## src/rtl/imu_bias_calibrate_correct_core_assert.svh

```systemverilog
// assertion macros shared by the calibration core modules
// each module that uses them provides clk and rst
`ifndef IMU_BIAS_CALIBRATE_CORRECT_CORE_ASSERT_SVH
`define IMU_BIAS_CALIBRATE_CORRECT_CORE_ASSERT_SVH

// antecedent implies consequent in the same cycle
`define IBC_ASSERT_SAME(label, ante, cons) \
  label: assert property (@(posedge clk) disable iff (rst) (ante) |-> (cons)) \
    else $error("ibc assertion failed");

// antecedent implies consequent in the next cycle
`define IBC_ASSERT_NEXT(label, ante, cons) \
  label: assert property (@(posedge clk) disable iff (rst) (ante) |=> (cons)) \
    else $error("ibc assertion failed");

`endif

```

## src/rtl/ibc_pkg.sv

```systemverilog
// types, widths and helpers for the imu bias calibration core
// no dependencies
`timescale 1ns / 1ps
`default_nettype none

package ibc_pkg;

  localparam int AXIS_W = 16;
  localparam int SUM_W  = 25;
  localparam int CNT_W  = 8;
  localparam int MAG_W  = 24;
  localparam int DIV_K  = 24;
  localparam int DIV_STAGES = 4;

  typedef struct packed {
    logic clear;
    logic add;
    logic divide;
  } lane_ctrl_t;

  typedef struct packed {
    logic signed [AXIS_W-1:0] accel_x_out;
    logic signed [AXIS_W-1:0] accel_y_out;
    logic signed [AXIS_W-1:0] accel_z_out;
    logic signed [AXIS_W-1:0] gyro_x_out;
    logic signed [AXIS_W-1:0] gyro_y_out;
    logic signed [AXIS_W-1:0] gyro_z_out;
    logic                     gyro_cal_busy;
    logic                     accel_cal_busy;
  } result_t;

  function automatic logic signed [AXIS_W-1:0] sat_sub(
    input logic signed [AXIS_W-1:0] a,
    input logic signed [AXIS_W-1:0] b
  );
    logic signed [AXIS_W:0] d;
    d = {a[AXIS_W-1], a} - {b[AXIS_W-1], b};
    if (d[AXIS_W] != d[AXIS_W-1]) begin
      sat_sub = d[AXIS_W] ? {1'b1, {(AXIS_W-1){1'b0}}} : {1'b0, {(AXIS_W-1){1'b1}}};
    end else begin
      sat_sub = d[AXIS_W-1:0];
    end
  endfunction

endpackage

`default_nettype wire

```

## src/rtl/ibc_if.sv

```systemverilog
// valid/ready channel interfaces for samples and corrected results
// depends on ibc_pkg
`timescale 1ns / 1ps
`default_nettype none

interface ibc_sample_if;
  logic                              valid;
  logic                              ready;
  logic                              mode;
  logic signed [ibc_pkg::AXIS_W-1:0] accel_x_raw;
  logic signed [ibc_pkg::AXIS_W-1:0] accel_y_raw;
  logic signed [ibc_pkg::AXIS_W-1:0] accel_z_raw;
  logic signed [ibc_pkg::AXIS_W-1:0] gyro_x_raw;
  logic signed [ibc_pkg::AXIS_W-1:0] gyro_y_raw;
  logic signed [ibc_pkg::AXIS_W-1:0] gyro_z_raw;

  modport source (
    output valid, mode, accel_x_raw, accel_y_raw, accel_z_raw,
           gyro_x_raw, gyro_y_raw, gyro_z_raw,
    input  ready
  );
  modport sink (
    input  valid, mode, accel_x_raw, accel_y_raw, accel_z_raw,
           gyro_x_raw, gyro_y_raw, gyro_z_raw,
    output ready
  );
endinterface

interface ibc_result_if;
  logic                              valid;
  logic                              ready;
  logic signed [ibc_pkg::AXIS_W-1:0] accel_x_out;
  logic signed [ibc_pkg::AXIS_W-1:0] accel_y_out;
  logic signed [ibc_pkg::AXIS_W-1:0] accel_z_out;
  logic signed [ibc_pkg::AXIS_W-1:0] gyro_x_out;
  logic signed [ibc_pkg::AXIS_W-1:0] gyro_y_out;
  logic signed [ibc_pkg::AXIS_W-1:0] gyro_z_out;
  logic                              gyro_cal_busy;
  logic                              accel_cal_busy;

  modport source (
    output valid, accel_x_out, accel_y_out, accel_z_out,
           gyro_x_out, gyro_y_out, gyro_z_out, gyro_cal_busy, accel_cal_busy,
    input  ready
  );
  modport sink (
    input  valid, accel_x_out, accel_y_out, accel_z_out,
           gyro_x_out, gyro_y_out, gyro_z_out, gyro_cal_busy, accel_cal_busy,
    output ready
  );
endinterface

`default_nettype wire

```

## src/rtl/ibc_phase_ctrl.sv

```systemverilog
// calibration phase sequencer: pending flag, sample count, lane commands
// depends on ibc_pkg and the assertion header
`timescale 1ns / 1ps
`default_nettype none

module ibc_phase_ctrl #(
  parameter int SAMPLES = 200
) (
  input  wire                 clk,
  input  wire                 rst,
  input  wire                 accept,
  input  wire                 mode,
  input  wire                 gate,
  output ibc_pkg::lane_ctrl_t ctrl,
  output logic                skip,
  output logic                busy_next
);
  import ibc_pkg::*;
  `include "imu_bias_calibrate_correct_core_assert.svh"

  logic             pending;
  logic             pending_next;
  logic [CNT_W-1:0] count;
  logic [CNT_W-1:0] count_next;
  logic             active;

  always_comb begin
    active      = gate & (pending | mode);
    ctrl.clear  = active & (count == '0);
    ctrl.add    = active & (count != '0);
    ctrl.divide = ctrl.add & (count >= CNT_W'(SAMPLES));
    skip        = ctrl.clear | ctrl.divide;
    pending_next = ctrl.divide ? 1'b0 : (pending | mode);
    if (ctrl.clear) begin
      count_next = CNT_W'(1);
    end else if (ctrl.divide) begin
      count_next = '0;
    end else if (ctrl.add) begin
      count_next = count + CNT_W'(1);
    end else begin
      count_next = count;
    end
    busy_next = pending_next;
  end

  always_ff @(posedge clk) begin
    if (rst) begin
      pending <= 1'b0;
      count   <= '0;
    end else if (accept) begin
      pending <= pending_next;
      count   <= count_next;
    end
  end

  `IBC_ASSERT_SAME(a_count_bound, 1'b1, count <= CNT_W'(SAMPLES))
  `IBC_ASSERT_SAME(a_idle_count_zero, !pending, count == '0)
  `IBC_ASSERT_NEXT(a_divide_ends, accept && ctrl.divide, !pending && count == '0)

endmodule

`default_nettype wire

```

## src/rtl/ibc_lane.sv

```systemverilog
// one axis lane: offset correction, accumulation and constant divider pipeline
// depends on ibc_pkg and the assertion header
`timescale 1ns / 1ps
`default_nettype none

module ibc_lane #(
  parameter int SAMPLES = 200
) (
  input  wire                                clk,
  input  wire                                rst,
  input  wire                                accept,
  input  wire                                acc_en,
  input  wire ibc_pkg::lane_ctrl_t           ctrl,
  input  wire signed [ibc_pkg::AXIS_W-1:0]   raw,
  output logic signed [ibc_pkg::AXIS_W-1:0]  corr,
  output logic                               div_busy
);
  import ibc_pkg::*;
  `include "imu_bias_calibrate_correct_core_assert.svh"

  localparam logic [DIV_K:0]   RECIP  = (DIV_K+1)'((64'd1 << DIV_K) / SAMPLES);
  localparam logic [MAG_W-1:0] SAMP_M = MAG_W'(SAMPLES);

  logic signed [AXIS_W-1:0] offset;
  logic signed [SUM_W-1:0]  sum;
  logic signed [SUM_W-1:0]  sum_next;
  logic signed [SUM_W-1:0]  sum_neg;
  logic [DIV_STAGES-1:0]    pipe;
  logic                     neg;
  logic [MAG_W-1:0]         mag;
  logic [MAG_W+DIV_K:0]     prod;
  logic [AXIS_W-1:0]        q0;
  logic [AXIS_W-1:0]        q0_s;
  logic [AXIS_W-1:0]        q_fix;
  logic [MAG_W-1:0]         rem;
  logic [MAG_W-1:0]         q0_mul;

  always_comb begin
    corr     = sat_sub(raw, offset);
    sum_next = sum + {{(SUM_W-AXIS_W){corr[AXIS_W-1]}}, corr};
    sum_neg  = -sum;
    q0_s     = prod[DIV_K +: AXIS_W];
    q0_mul   = {{(MAG_W-AXIS_W){1'b0}}, q0_s} * SAMP_M;
    q_fix    = q0 + AXIS_W'(rem >= SAMP_M);
    div_busy = |pipe;
  end

  always_ff @(posedge clk) begin
    if (rst) begin
      pipe   <= '0;
      offset <= '0;
      sum    <= '0;
    end else begin
      pipe <= {pipe[DIV_STAGES-2:0], accept & ctrl.divide};
      if (accept && ctrl.clear) begin
        offset <= '0;
        sum    <= '0;
      end else if (accept && ctrl.add && acc_en) begin
        sum <= sum_next;
      end
      if (pipe[DIV_STAGES-1]) begin
        offset <= neg ? -$signed(q_fix) : $signed(q_fix);
      end
    end
  end

  always_ff @(posedge clk) begin
    if (pipe[0]) begin
      neg <= sum[SUM_W-1];
      mag <= sum[SUM_W-1] ? sum_neg[MAG_W-1:0] : sum[MAG_W-1:0];
    end
    if (pipe[1]) begin
      prod <= {{(DIV_K+1){1'b0}}, mag} * {{MAG_W{1'b0}}, RECIP};
    end
    if (pipe[2]) begin
      q0  <= q0_s;
      rem <= mag - q0_mul;
    end
  end

  `IBC_ASSERT_SAME(a_pipe_single, 1'b1, $onehot0(pipe))
  `IBC_ASSERT_SAME(a_no_accept_in_divide, div_busy, !accept)
  `IBC_ASSERT_NEXT(a_offset_hold, !(accept && ctrl.clear) && !pipe[DIV_STAGES-1],
                   $stable(offset))
  `IBC_ASSERT_SAME(a_rem_small, pipe[DIV_STAGES-1], rem < (SAMP_M << 1))

endmodule

`default_nettype wire

```

## src/rtl/ibc_merge.sv

```systemverilog
// merging stage: registers the lane results and busy flags as one output transaction
// depends on ibc_pkg, ibc_if and the assertion header
`timescale 1ns / 1ps
`default_nettype none

module ibc_merge (
  input  wire              clk,
  input  wire              rst,
  input  wire              load,
  input  wire ibc_pkg::result_t data,
  output logic             space,
  ibc_result_if.source     result
);
  import ibc_pkg::*;
  `include "imu_bias_calibrate_correct_core_assert.svh"

  logic    valid;
  result_t held;

  always_comb begin
    space                 = !valid | result.ready;
    result.valid          = valid;
    result.accel_x_out    = held.accel_x_out;
    result.accel_y_out    = held.accel_y_out;
    result.accel_z_out    = held.accel_z_out;
    result.gyro_x_out     = held.gyro_x_out;
    result.gyro_y_out     = held.gyro_y_out;
    result.gyro_z_out     = held.gyro_z_out;
    result.gyro_cal_busy  = held.gyro_cal_busy;
    result.accel_cal_busy = held.accel_cal_busy;
  end

  always_ff @(posedge clk) begin
    if (rst) begin
      valid <= 1'b0;
    end else if (load) begin
      valid <= 1'b1;
    end else if (result.ready) begin
      valid <= 1'b0;
    end
  end

  always_ff @(posedge clk) begin
    if (load) begin
      held <= data;
    end
  end

  `IBC_ASSERT_NEXT(a_load_shows, load, valid)
  `IBC_ASSERT_SAME(a_no_overwrite, valid && !result.ready, !load)
  `IBC_ASSERT_SAME(a_empty_has_space, !valid, space)

endmodule

`default_nettype wire

```

## src/rtl/imu_bias_calibrate_correct_core.sv

```systemverilog
// imu bias calibration and correction, top level
// Usage:
//   sample carries mode and six raw axis samples; result carries the six
//   corrected axes and the two calibration busy flags, one result transaction
//   per sample transaction, in order.
//   Each axis has its own lane: the offset is subtracted with saturation in
//   the cycle of acceptance and the result is registered, so it appears in
//   the cycle after acceptance. One sample is taken per cycle unless stalled.
//   mode 1 arms gyro and accel calibration over SAMPLES samples each; accel
//   skips the samples on which gyro clears or divides. On the sample that
//   ends a phase, the new offsets come from a four-stage reciprocal divider
//   in each lane, and sample.ready stays low while that divider runs.
//   If the receiver stalls, the output register holds its result and
//   sample.ready follows result.ready, so nothing is dropped.
//   Reset (rst, synchronous) clears offsets, sums, counts, pending flags and
//   the output register; the block is ready as soon as reset is released.
`timescale 1ns / 1ps
`default_nettype none

module imu_bias_calibrate_correct_core #(
  parameter int SAMPLES = 200
) (
  input  wire          clk,
  input  wire          rst,
  ibc_sample_if.sink   sample,
  ibc_result_if.source result
);
  import ibc_pkg::*;

  logic               accept;
  logic               space;
  logic [5:0]         busy_lane;
  lane_ctrl_t         gyro_ctrl;
  lane_ctrl_t         accel_ctrl;
  logic               gyro_skip;
  logic               accel_skip;
  logic               gyro_busy;
  logic               accel_busy;
  logic signed [AXIS_W-1:0] ax_c, ay_c, az_c, gx_c, gy_c, gz_c;
  result_t            merged;

  assign sample.ready = space & ~(|busy_lane);
  assign accept       = sample.valid & sample.ready;

  ibc_phase_ctrl #(.SAMPLES(SAMPLES)) u_gyro_ctrl (
    .clk(clk), .rst(rst), .accept(accept), .mode(sample.mode), .gate(1'b1),
    .ctrl(gyro_ctrl), .skip(gyro_skip), .busy_next(gyro_busy)
  );

  ibc_phase_ctrl #(.SAMPLES(SAMPLES)) u_accel_ctrl (
    .clk(clk), .rst(rst), .accept(accept), .mode(sample.mode), .gate(~gyro_skip),
    .ctrl(accel_ctrl), .skip(accel_skip), .busy_next(accel_busy)
  );

  ibc_lane #(.SAMPLES(SAMPLES)) u_lane_ax (
    .clk(clk), .rst(rst), .accept(accept), .acc_en(1'b1), .ctrl(accel_ctrl),
    .raw(sample.accel_x_raw), .corr(ax_c), .div_busy(busy_lane[0])
  );
  ibc_lane #(.SAMPLES(SAMPLES)) u_lane_ay (
    .clk(clk), .rst(rst), .accept(accept), .acc_en(1'b1), .ctrl(accel_ctrl),
    .raw(sample.accel_y_raw), .corr(ay_c), .div_busy(busy_lane[1])
  );
  // accel z is cleared but never summed, so its offset ends at zero
  ibc_lane #(.SAMPLES(SAMPLES)) u_lane_az (
    .clk(clk), .rst(rst), .accept(accept), .acc_en(1'b0), .ctrl(accel_ctrl),
    .raw(sample.accel_z_raw), .corr(az_c), .div_busy(busy_lane[2])
  );
  ibc_lane #(.SAMPLES(SAMPLES)) u_lane_gx (
    .clk(clk), .rst(rst), .accept(accept), .acc_en(1'b1), .ctrl(gyro_ctrl),
    .raw(sample.gyro_x_raw), .corr(gx_c), .div_busy(busy_lane[3])
  );
  ibc_lane #(.SAMPLES(SAMPLES)) u_lane_gy (
    .clk(clk), .rst(rst), .accept(accept), .acc_en(1'b1), .ctrl(gyro_ctrl),
    .raw(sample.gyro_y_raw), .corr(gy_c), .div_busy(busy_lane[4])
  );
  ibc_lane #(.SAMPLES(SAMPLES)) u_lane_gz (
    .clk(clk), .rst(rst), .accept(accept), .acc_en(1'b1), .ctrl(gyro_ctrl),
    .raw(sample.gyro_z_raw), .corr(gz_c), .div_busy(busy_lane[5])
  );

  always_comb begin
    merged.accel_x_out    = ax_c;
    merged.accel_y_out    = ay_c;
    merged.accel_z_out    = az_c;
    merged.gyro_x_out     = gx_c;
    merged.gyro_y_out     = gy_c;
    merged.gyro_z_out     = gz_c;
    merged.gyro_cal_busy  = gyro_busy;
    merged.accel_cal_busy = accel_busy;
  end

  ibc_merge u_merge (
    .clk(clk), .rst(rst), .load(accept), .data(merged), .space(space),
    .result(result)
  );

  `include "imu_bias_calibrate_correct_core_assert.svh"

  `IBC_ASSERT_SAME(a_phases_exclusive, accept, !(gyro_skip && accel_skip))
  `IBC_ASSERT_SAME(a_accel_waits, gyro_skip, !(accel_ctrl.add || accel_ctrl.clear))
  `IBC_ASSERT_SAME(a_lanes_busy_together, 1'b1,
                   (busy_lane[5:3] == 3'b000 || busy_lane[5:3] == 3'b111) &&
                   (busy_lane[2:0] == 3'b000 || busy_lane[2:0] == 3'b111))

endmodule

`default_nettype wire

```

## src/flat_wrapper.sv

```systemverilog
// flat-port wrapper written by rule: the top's interface ports become plain ports
module imu_bias_calibrate_correct_core_flat import ibc_pkg::*;
#(
  parameter int SAMPLES = 200
)
  (clk, rst, sample_valid, sample_mode, sample_accel_x_raw, sample_accel_y_raw, sample_accel_z_raw, sample_gyro_x_raw, sample_gyro_y_raw, sample_gyro_z_raw, sample_ready, result_valid, result_accel_x_out, result_accel_y_out, result_accel_z_out, result_gyro_x_out, result_gyro_y_out, result_gyro_z_out, result_gyro_cal_busy, result_accel_cal_busy, result_ready);
  ibc_sample_if sample_i ();
  ibc_result_if result_i ();
  input  wire clk;
  input  wire rst;
  input wire logic [$bits(sample_i.valid)-1:0] sample_valid;
  input wire logic [$bits(sample_i.mode)-1:0] sample_mode;
  input wire logic [$bits(sample_i.accel_x_raw)-1:0] sample_accel_x_raw;
  input wire logic [$bits(sample_i.accel_y_raw)-1:0] sample_accel_y_raw;
  input wire logic [$bits(sample_i.accel_z_raw)-1:0] sample_accel_z_raw;
  input wire logic [$bits(sample_i.gyro_x_raw)-1:0] sample_gyro_x_raw;
  input wire logic [$bits(sample_i.gyro_y_raw)-1:0] sample_gyro_y_raw;
  input wire logic [$bits(sample_i.gyro_z_raw)-1:0] sample_gyro_z_raw;
  output wire logic [$bits(sample_i.ready)-1:0] sample_ready;
  output wire logic [$bits(result_i.valid)-1:0] result_valid;
  output wire logic [$bits(result_i.accel_x_out)-1:0] result_accel_x_out;
  output wire logic [$bits(result_i.accel_y_out)-1:0] result_accel_y_out;
  output wire logic [$bits(result_i.accel_z_out)-1:0] result_accel_z_out;
  output wire logic [$bits(result_i.gyro_x_out)-1:0] result_gyro_x_out;
  output wire logic [$bits(result_i.gyro_y_out)-1:0] result_gyro_y_out;
  output wire logic [$bits(result_i.gyro_z_out)-1:0] result_gyro_z_out;
  output wire logic [$bits(result_i.gyro_cal_busy)-1:0] result_gyro_cal_busy;
  output wire logic [$bits(result_i.accel_cal_busy)-1:0] result_accel_cal_busy;
  input wire logic [$bits(result_i.ready)-1:0] result_ready;
  assign sample_i.valid = sample_valid;
  assign sample_i.mode = sample_mode;
  assign sample_i.accel_x_raw = sample_accel_x_raw;
  assign sample_i.accel_y_raw = sample_accel_y_raw;
  assign sample_i.accel_z_raw = sample_accel_z_raw;
  assign sample_i.gyro_x_raw = sample_gyro_x_raw;
  assign sample_i.gyro_y_raw = sample_gyro_y_raw;
  assign sample_i.gyro_z_raw = sample_gyro_z_raw;
  assign sample_ready = sample_i.ready;
  assign result_valid = result_i.valid;
  assign result_accel_x_out = result_i.accel_x_out;
  assign result_accel_y_out = result_i.accel_y_out;
  assign result_accel_z_out = result_i.accel_z_out;
  assign result_gyro_x_out = result_i.gyro_x_out;
  assign result_gyro_y_out = result_i.gyro_y_out;
  assign result_gyro_z_out = result_i.gyro_z_out;
  assign result_gyro_cal_busy = result_i.gyro_cal_busy;
  assign result_accel_cal_busy = result_i.accel_cal_busy;
  assign result_i.ready = result_ready;
  imu_bias_calibrate_correct_core #(.SAMPLES(SAMPLES)) u_core (.clk(clk), .rst(rst), .sample(sample_i), .result(result_i));
endmodule
```

## config.mk

```make
export PLATFORM = sky130hd
export DESIGN_NAME = imu_bias_calibrate_correct_core_flat
export DESIGN_NICKNAME = d
export VERILOG_FILES = /design/src/rtl/ibc_pkg.sv /design/src/rtl/ibc_if.sv /design/src/rtl/ibc_phase_ctrl.sv /design/src/rtl/ibc_lane.sv /design/src/rtl/ibc_merge.sv /design/src/rtl/imu_bias_calibrate_correct_core.sv /design/src/flat_wrapper.sv
export VERILOG_INCLUDE_DIRS = /design/src /design/src/rtl
export SDC_FILE = /design/constraint.sdc
export NUM_CORES = 2
export LEC_CHECK = 0
export BUFFER_PORTS_ARGS = -buffer_cell sky130_fd_sc_hd__buf_2
export CORE_MARGIN = 5
export CORE_UTILIZATION = 35
export CTS_CLUSTER_DIAMETER = 100
export DETAILED_ROUTE_END_ITERATION = 12
export MAX_ROUTING_LAYER = met4
export RECOVER_POWER = 25
export SETUP_SLACK_MARGIN = 0.5
export SYNTH_ARGS = -nofsm -noshare
export SYNTH_HDL_FRONTEND = slang
export SYNTH_SLANG_ARGS = --single-unit
```

## constraint.sdc

```tcl
create_clock -name clk -period 9.7 [get_ports clk]
set_input_delay 0.97 -clock clk [delete_from_list [all_inputs] [get_ports clk]]
set_output_delay 0.97 -clock clk [all_outputs]
set_load 0.005 [all_outputs]
```

# Word level (Yosys, flattened, before mapping)

Index checks and enable logic that the tools add are counted.

Flip-flop bits (word level): 882
Output and inout port bits: 100
Word-level logic and storage cells: 191

Reductions and logical operators: 23
Eq/ne operators: 6
Magnitude comparators: 7
Add/subtract/negate cells: 33
Bitwise gates (word level): 17
$mul: 10
Mux-type cells: 40

Operators by type and width:

| cell                     | count |
|---|---|
| $mux W16                 | 25 |
| $mul A24 B16 Y39 const B | 5 |
| $add A25 B25 Y25         | 5 |
| $ge A24 B8 Y1 const B    | 5 |
| $mux W24                 | 5 |
| $neg A24 Y24             | 5 |
| $sub A24 B24 Y24         | 5 |
| $mul A16 B5 Y21 const B  | 5 |
| $sub A16 B16 Y17         | 6 |
| $add A16 B1 Y16          | 5 |
| $neg A16 Y16             | 5 |
| $mux W8                  | 6 |
| $reduce_or A24 Y1        | 1 |
| $add A8 B1 Y8 const B    | 2 |
| $ge A8 B8 Y1 const B     | 2 |
| $logic_not A8 Y1         | 2 |
| $reduce_bool A8 Y1       | 2 |
| $reduce_bool A2 Y1       | 7 |
| $and A1 B1 Y1            | 11 |
| $ne A1 B1 Y1             | 6 |
| $reduce_bool A3 Y1       | 2 |
| $logic_and A1 B1 Y1      | 4 |
| $mux W1                  | 4 |
| $or A1 B1 Y1             | 4 |
| other kinds (4)          | 7 |

# Logic depth before layout (Yosys ltp)

Depth in word-level cells: 10
Mapped depth: 33

# Hierarchy

From an unflattened synthesis, not the netlist that was laid out.

Cell total of the unflattened synthesis: 11263
Area total of the unflattened synthesis: 107520.6 um^2

Modules (own cells, without submodules):

| module                          | seq. area each (um^2) | area each (um^2) | instances | cells an instance |
|---|---|---|---|---|
| ibc_lane (u_core.u_lane_ay ...) | 3243.1                | 17032.6          | 2         | 1817 |
| ibc_lane (u_core.u_lane_ax)     | 3243.1                | 17518.1          | 1         | 1856 |
| ibc_lane (u_core.u_lane_gy)     | 3243.1                | 17486.8          | 1         | 1878 |
| ibc_lane (u_core.u_lane_gz)     | 3243.1                | 17355.4          | 1         | 1878 |
| ibc_lane (u_core.u_lane_gx)     | 3243.1                | 16991.3          | 1         | 1790 |
| ibc_merge                       | 2962.8                | 2989.1           | 1         | 102 |
| ibc_phase_ctrl                  | 180.2                 | 534.3            | 2         | 59 |
| imu_bias_calibrate_correct_core | 0.0                   | 46.3             | 1         | 7 |

# Worst setup path after synthesis

Ideal clock, no wire load.

Path type: input-to-reg
Start: input port sample_accel_y_raw[0]
End: register u_core.u_lane_ay.sum[24]
Cell stages on the path: 33
Arrival time: 6949 ps
Setup slack: 2623 ps
Cell sequence: inv_1 -> ha_1 -> inv_1 -> fa_1 -> a21o_1 -> a21oi_1 -> o21bai_1 -> a21o_1 -> a21oi_1 -> o21ai_0 -> o31ai_1 -> o21ai_0 -> nand2_1 -> nand3_1 -> o21ai_0 -> ha_1 -> o21ai_0 -> a31o_2 -> clkbuf_1 -> o21ai_0 -> ha_1 -> fa_1 -> a211o_1 -> a21oi_1 -> nor3_1 -> o41ai_1 -> o211ai_1 -> a2111oi_0 -> o311ai_0 -> xor2_1 -> nand2_1 -> xor2_1 -> nor2_1

Longest elaborated chain between the ends: 4

RTL lines:

| element                                         | RTL line                              | RTL |
|---|---|---|
| start, declared                                 | flat_wrapper.sv:14                    | `input wire logic [$bits(sample_i.accel_y_raw)-1:0] sample_accel_y_raw;` |
| $sub A16 B16 Y17 *                              | ibc_pkg.sv:37                         | `d = {a[AXIS_W-1], a} - {b[AXIS_W-1], b};` |
| $mux W16 / $ne A1 B1 Y1 (equally long branches) | ibc_pkg.sv:39, ibc_pkg.sv:38          |  |
| $mux W16 *                                      | ibc_pkg.sv:38                         | `if (d[AXIS_W] != d[AXIS_W-1]) begin` |
| via u_core.ay_c[0]                              | imu_bias_calibrate_correct_core.sv:39 | `logic signed [AXIS_W-1:0] ax_c, ay_c, az_c, gx_c, gy_c, gz_c;` |
| $add A25 B25 Y25 *                              | ibc_lane.sv:40                        | `sum_next = sum + {{(SUM_W-AXIS_W){corr[AXIS_W-1]}}, corr};` |
| end signal, assigned                            | ibc_lane.sv:59                        | `sum <= sum_next;` |
| end, declared                                   | ibc_lane.sv:25                        | `logic signed [SUM_W-1:0] sum;` |

The timed path passes the listed nets; every way through them passes the cells marked *.
A chain may end at the register's enable or synchronous reset.

# Worst setup path after layout

Same ends and word-level chain as after synthesis.

==> summary.txt <==
Status
  – Outcome: finished with violations
  – Violated checks: max-capacitance violations, max-slew violations

Logic synthesis
  – Mux contribution to synthesized area: 0.0004763
  – Async SR Flop Fraction: 0
  – Ys Warns: 0
  – Mapped Cells: 9019
  – Xor/xnor share of the synthesized area: 0.06992
  – Post-Synth Simple-Gate Area: 0.08436
  – Most frequent cell after synthesis: inv_1
  – EDFF count, synth: 488
  – Top post-synthesis cells by area: ha_1, fa_1, edfxtp_1
  – Sequential fraction of the synthesis area: 0.2226
  – Post-synth top flop: edfxtp_1
  – Flops & latches, synth: 720
  – Mean Syn Cell Area: 9.612 um2
  – Post-Syn Nets: 11510
  – Post-synth top cells: inv_1, ha_1, fa_1, edfxtp_1, xnor2_1
  – Post-synth top area share: 0.2174
  – Leading area contributor after synthesis: ha_1
  – Adder-cell share of the synthesized area: 0.4209
  – Post-Syn Area: 86690 um2
  – Largest family of logic cells by synthesized area: adder cells
  – Netlist cell types: 87
  – Compound-Gate Fraction of Synth Area: 0.1035

CTS
  – Worst-path clk slew: 0.06 ns
  – Post-CTS Setup Inserts: 0
  – CTS resizes: 0
  – Max clock buf depth: 3
  – Clock insertion delay at the later pin of the skew report: 0.72 ns
  – Root Buffer: clkbuf_16
  – TritonCTS Sinks: 720
  – CTS tree: done
  – CTS HTree Levels: 3
  – CTS Buf Count: 91
  – # hold bufs at CTS: 0

Pwr
  – Int Power: 5728 uW
  – Worst ir drop on vdd: 0.0001218 V
  – Comb power frac: 0.108
  – Pwr/cell area: 81.89 nW/um2
  – P_leak: 0.04655 uW
  – Sequential share of power: 0.437
  – Sw frac: 0.2625
  – Clock Power Share: 0.455
  – Psw: 2038 uW

Routing
  – DRC: 0
  – Drt first pass iters: 6
  – Routed wire length: 217000 um
  – Antenna Violating Nets Remaining: 0
  – Vias: 61470
  – Vias/cell: 4.858
  – Routed length per instance: 17.15 um
  – Iter 0 DRT Violations: 3202

Finish
  – Nets: 11710
  – Layout Cells excl Fill: 12650
  – Share of cells above drive strength 1: 0.04570
  – Area Growth Syn to Fin: 9.405%
  – Final core occ: 0.3853

Setup path
  – Worst r2r src: u_core.u_lane_ay.offset[0]
  – Critical path capture point type: flop
  – Reg2reg end: u_core.u_lane_ay.sum[24]
  – CP Launch Type: input port
  – Family with the most delay on the worst path: compound AO/OA/AOI/OAI gates
  – WP data arrival: 8.26 ns
  – Reg2reg setup slack: 2.09 ns
  – R2R depth: 31
  – CP Data Required Time: 10.31 ns
  – Crit Path Max Fanout: 16
  – Worst-path cell with the longest stage delay: o41ai_1
  – WS Path Type: in -> reg
  – CP bufs+invs: 3
  – CP dominant cell by count: o21ai_0
  – Max stage delay on crit path: 0.53 ns

Placement
  – Placed insts: 12440
  – DP Wirelength: 177200 um
  – Routability cong.: 0.8857
  – Port buffer count: 200

Global routing
  – GR Util All Layers: 0.1735
  – Initial antenna violation count: 13
  – Number of global-route vias before repair: 64320
  – First-pass GRT wire length: 347200 um
  – Grt total ovfl: 0
  – Largest net degree at the start of global routing: 77

Timing
  – Worst Tran Pin Value: 3.659 ns
  – Slew HR: -1.440
  – Min Tclk post-route: 7.645 ns
  – Count of final hold-check violations: 0
  – Setup TNS: 0 ns
  – Final period utilization: 0.7881
  – Final setup fails: 0
  – RSZ-0062 raised after global routing: false
  – FMAX: 130.8 MHz
  – Max-slew violations: 270
  – Clock Skew: 0.03220 ns

Floorplanning
  – Initial cell density of the core: 0.3522
  – Rows: 182
  – Die Wd: 507.7 um
  – Die Y: 507.7 um
  – Total Die Area: 257700 um2
  – Core Area: 246200 um2
  – IO Count: 201

Hold path
  – Hold EP: u_core.u_merge.result.accel_z_out[15]
  – Start point of the worst hold path: sample_accel_z_raw[15]
  – Hold Path Class: in -> reg
  – Hold path depth: 1

Flow run
  – MaxCap Viol Count: 5
-- layout make-up --
| type | count | area [um2] |
|---|---|---|
| inverters | 2158 | 8105 |
| clock inverters | 46 | 578.1 |
| fillers | 24330 | 151300 |
| flip-flops and latches | 720 | 19300 |
| multi-input cells | 6031 | 58930 |
| clock buffers | 123 | 2521 |
| diodes | 41 | 102.6 |
| repair buffers | 222 | 1157 |
| well taps | 3312 | 4144 |
-- power groups by stage --
| stage | logic (uW) | registers, uW | clock network (uW) |
|---|---|---|---|
| 6_report | 838 | 3390 | 3530 |
| 3_5_place_dp | 836 | 3460 | 0 |
| 5_1_grt | 930 | 3400 | 3760 |
| 4_1_cts | 842 | 3390 | 3630 |
| 3_3_place_gp | 821 | 3460 | 0 |
| 2_1_floorplan | 566 | 3420 | 0 |
-- flip-flops by register name, indices dropped and copies added (netlist names), 21 cells and up --
register and flops:
u_core.u_lane_ax.sum 25, u_core.u_lane_gx.rem 21, u_core.u_lane_gx.mag 24, u_core.u_lane_ay.sum 25
u_core.u_lane_gx.sum 25, u_core.u_lane_ay.rem 21, u_core.u_lane_gz.sum 25, u_core.u_lane_ax.rem 21
u_core.u_lane_ax.mag 24, u_core.u_lane_gz.rem 21, u_core.u_lane_gy.sum 25, u_core.u_lane_gy.rem 21
u_core.u_lane_gy.mag 24, u_core.u_lane_ay.mag 24, u_core.u_lane_gz.mag 24
-- through the flow --
step | hold slack, ns | instance area [um2] | power [uW] | worst slack [ns]
after floorplan | 0.4064 | 86690 | 3988 | 2.623
after global placement | 0.4403 | 91670 | 4279 | 1.056
after detailed placement | 0.4465 | 91670 | 4293 | 1.332
after CTS | 0.3431 | 94760 | 7869 | 2.095
after global routing | 0.3633 | 94820 | 8087 | 1.376
final | 0.4218 | 94840 | 7767 | 2.055
-- worst register-to-register path: cells and delay by family (launching register included) --
kind,cells,cell delay [ns]
AOI/OAI and AO/OA,18,4.50
and+or+nand+nor,5,0.46
adders and majority gates,5,1.77
DFF,1,0.35
xor gates and xnor gates,2,0.34
buffers and inverters,1,0.05
-- cells in the final DEF, fill, tap and decap left out, types with 134 or more instances in the layout --
cell type  count
ha_1        1506
o21ai_0      324
xnor2_1      484
a21oi_1      392
nand2_1      449
xor2_1       208
nor2_1       407
dfxtp_1      231
edfxtp_1     488
inv_1       2157
nor3_1       134
buf_2        199
fa_1         880
a21o_1       148
-- worst max path at each step --
stage                          startpoint                       end  depth (start not counted)
2_1_floorplan       sample_accel_y_raw[0]  u_core.u_lane_ay.sum[24]                         33
3_3_place_gp        sample_accel_y_raw[0]  u_core.u_lane_ay.sum[24]                         33
3_5_place_dp        sample_accel_y_raw[0]  u_core.u_lane_ay.sum[24]                         33
4_1_cts        u_core.u_lane_ay.offset[1]  u_core.u_lane_ay.sum[24]                         30
5_1_grt        u_core.u_lane_ay.offset[0]  u_core.u_lane_ay.sum[24]                         31
6_report            sample_accel_y_raw[0]  u_core.u_lane_ay.sum[24]                         33
-- per-layer routing --
layer | GRT usage | vias up | part of all wire
li1 | - | 30010 | -
met1 | 0.2157 | 30220 | 0.44
met2 | 0.2954 | 946 | 0.49
met3 | 0.01682 | 296 | 0.031
met4 | 0.06044 | 0 | 0.040
met5 | - | - | 0
-- cells by family after synthesis --
group,Yosys count
buffers and inverters,2268
flip-flops,720
AO/OA/AOI/OAI,1398
adder cells (fa/ha/maj),2389
multiplexers,4
XOR/XNOR,692
AND/OR/NAND/NOR,1548
Note: power is estimated with default switching activity, not from simulation.
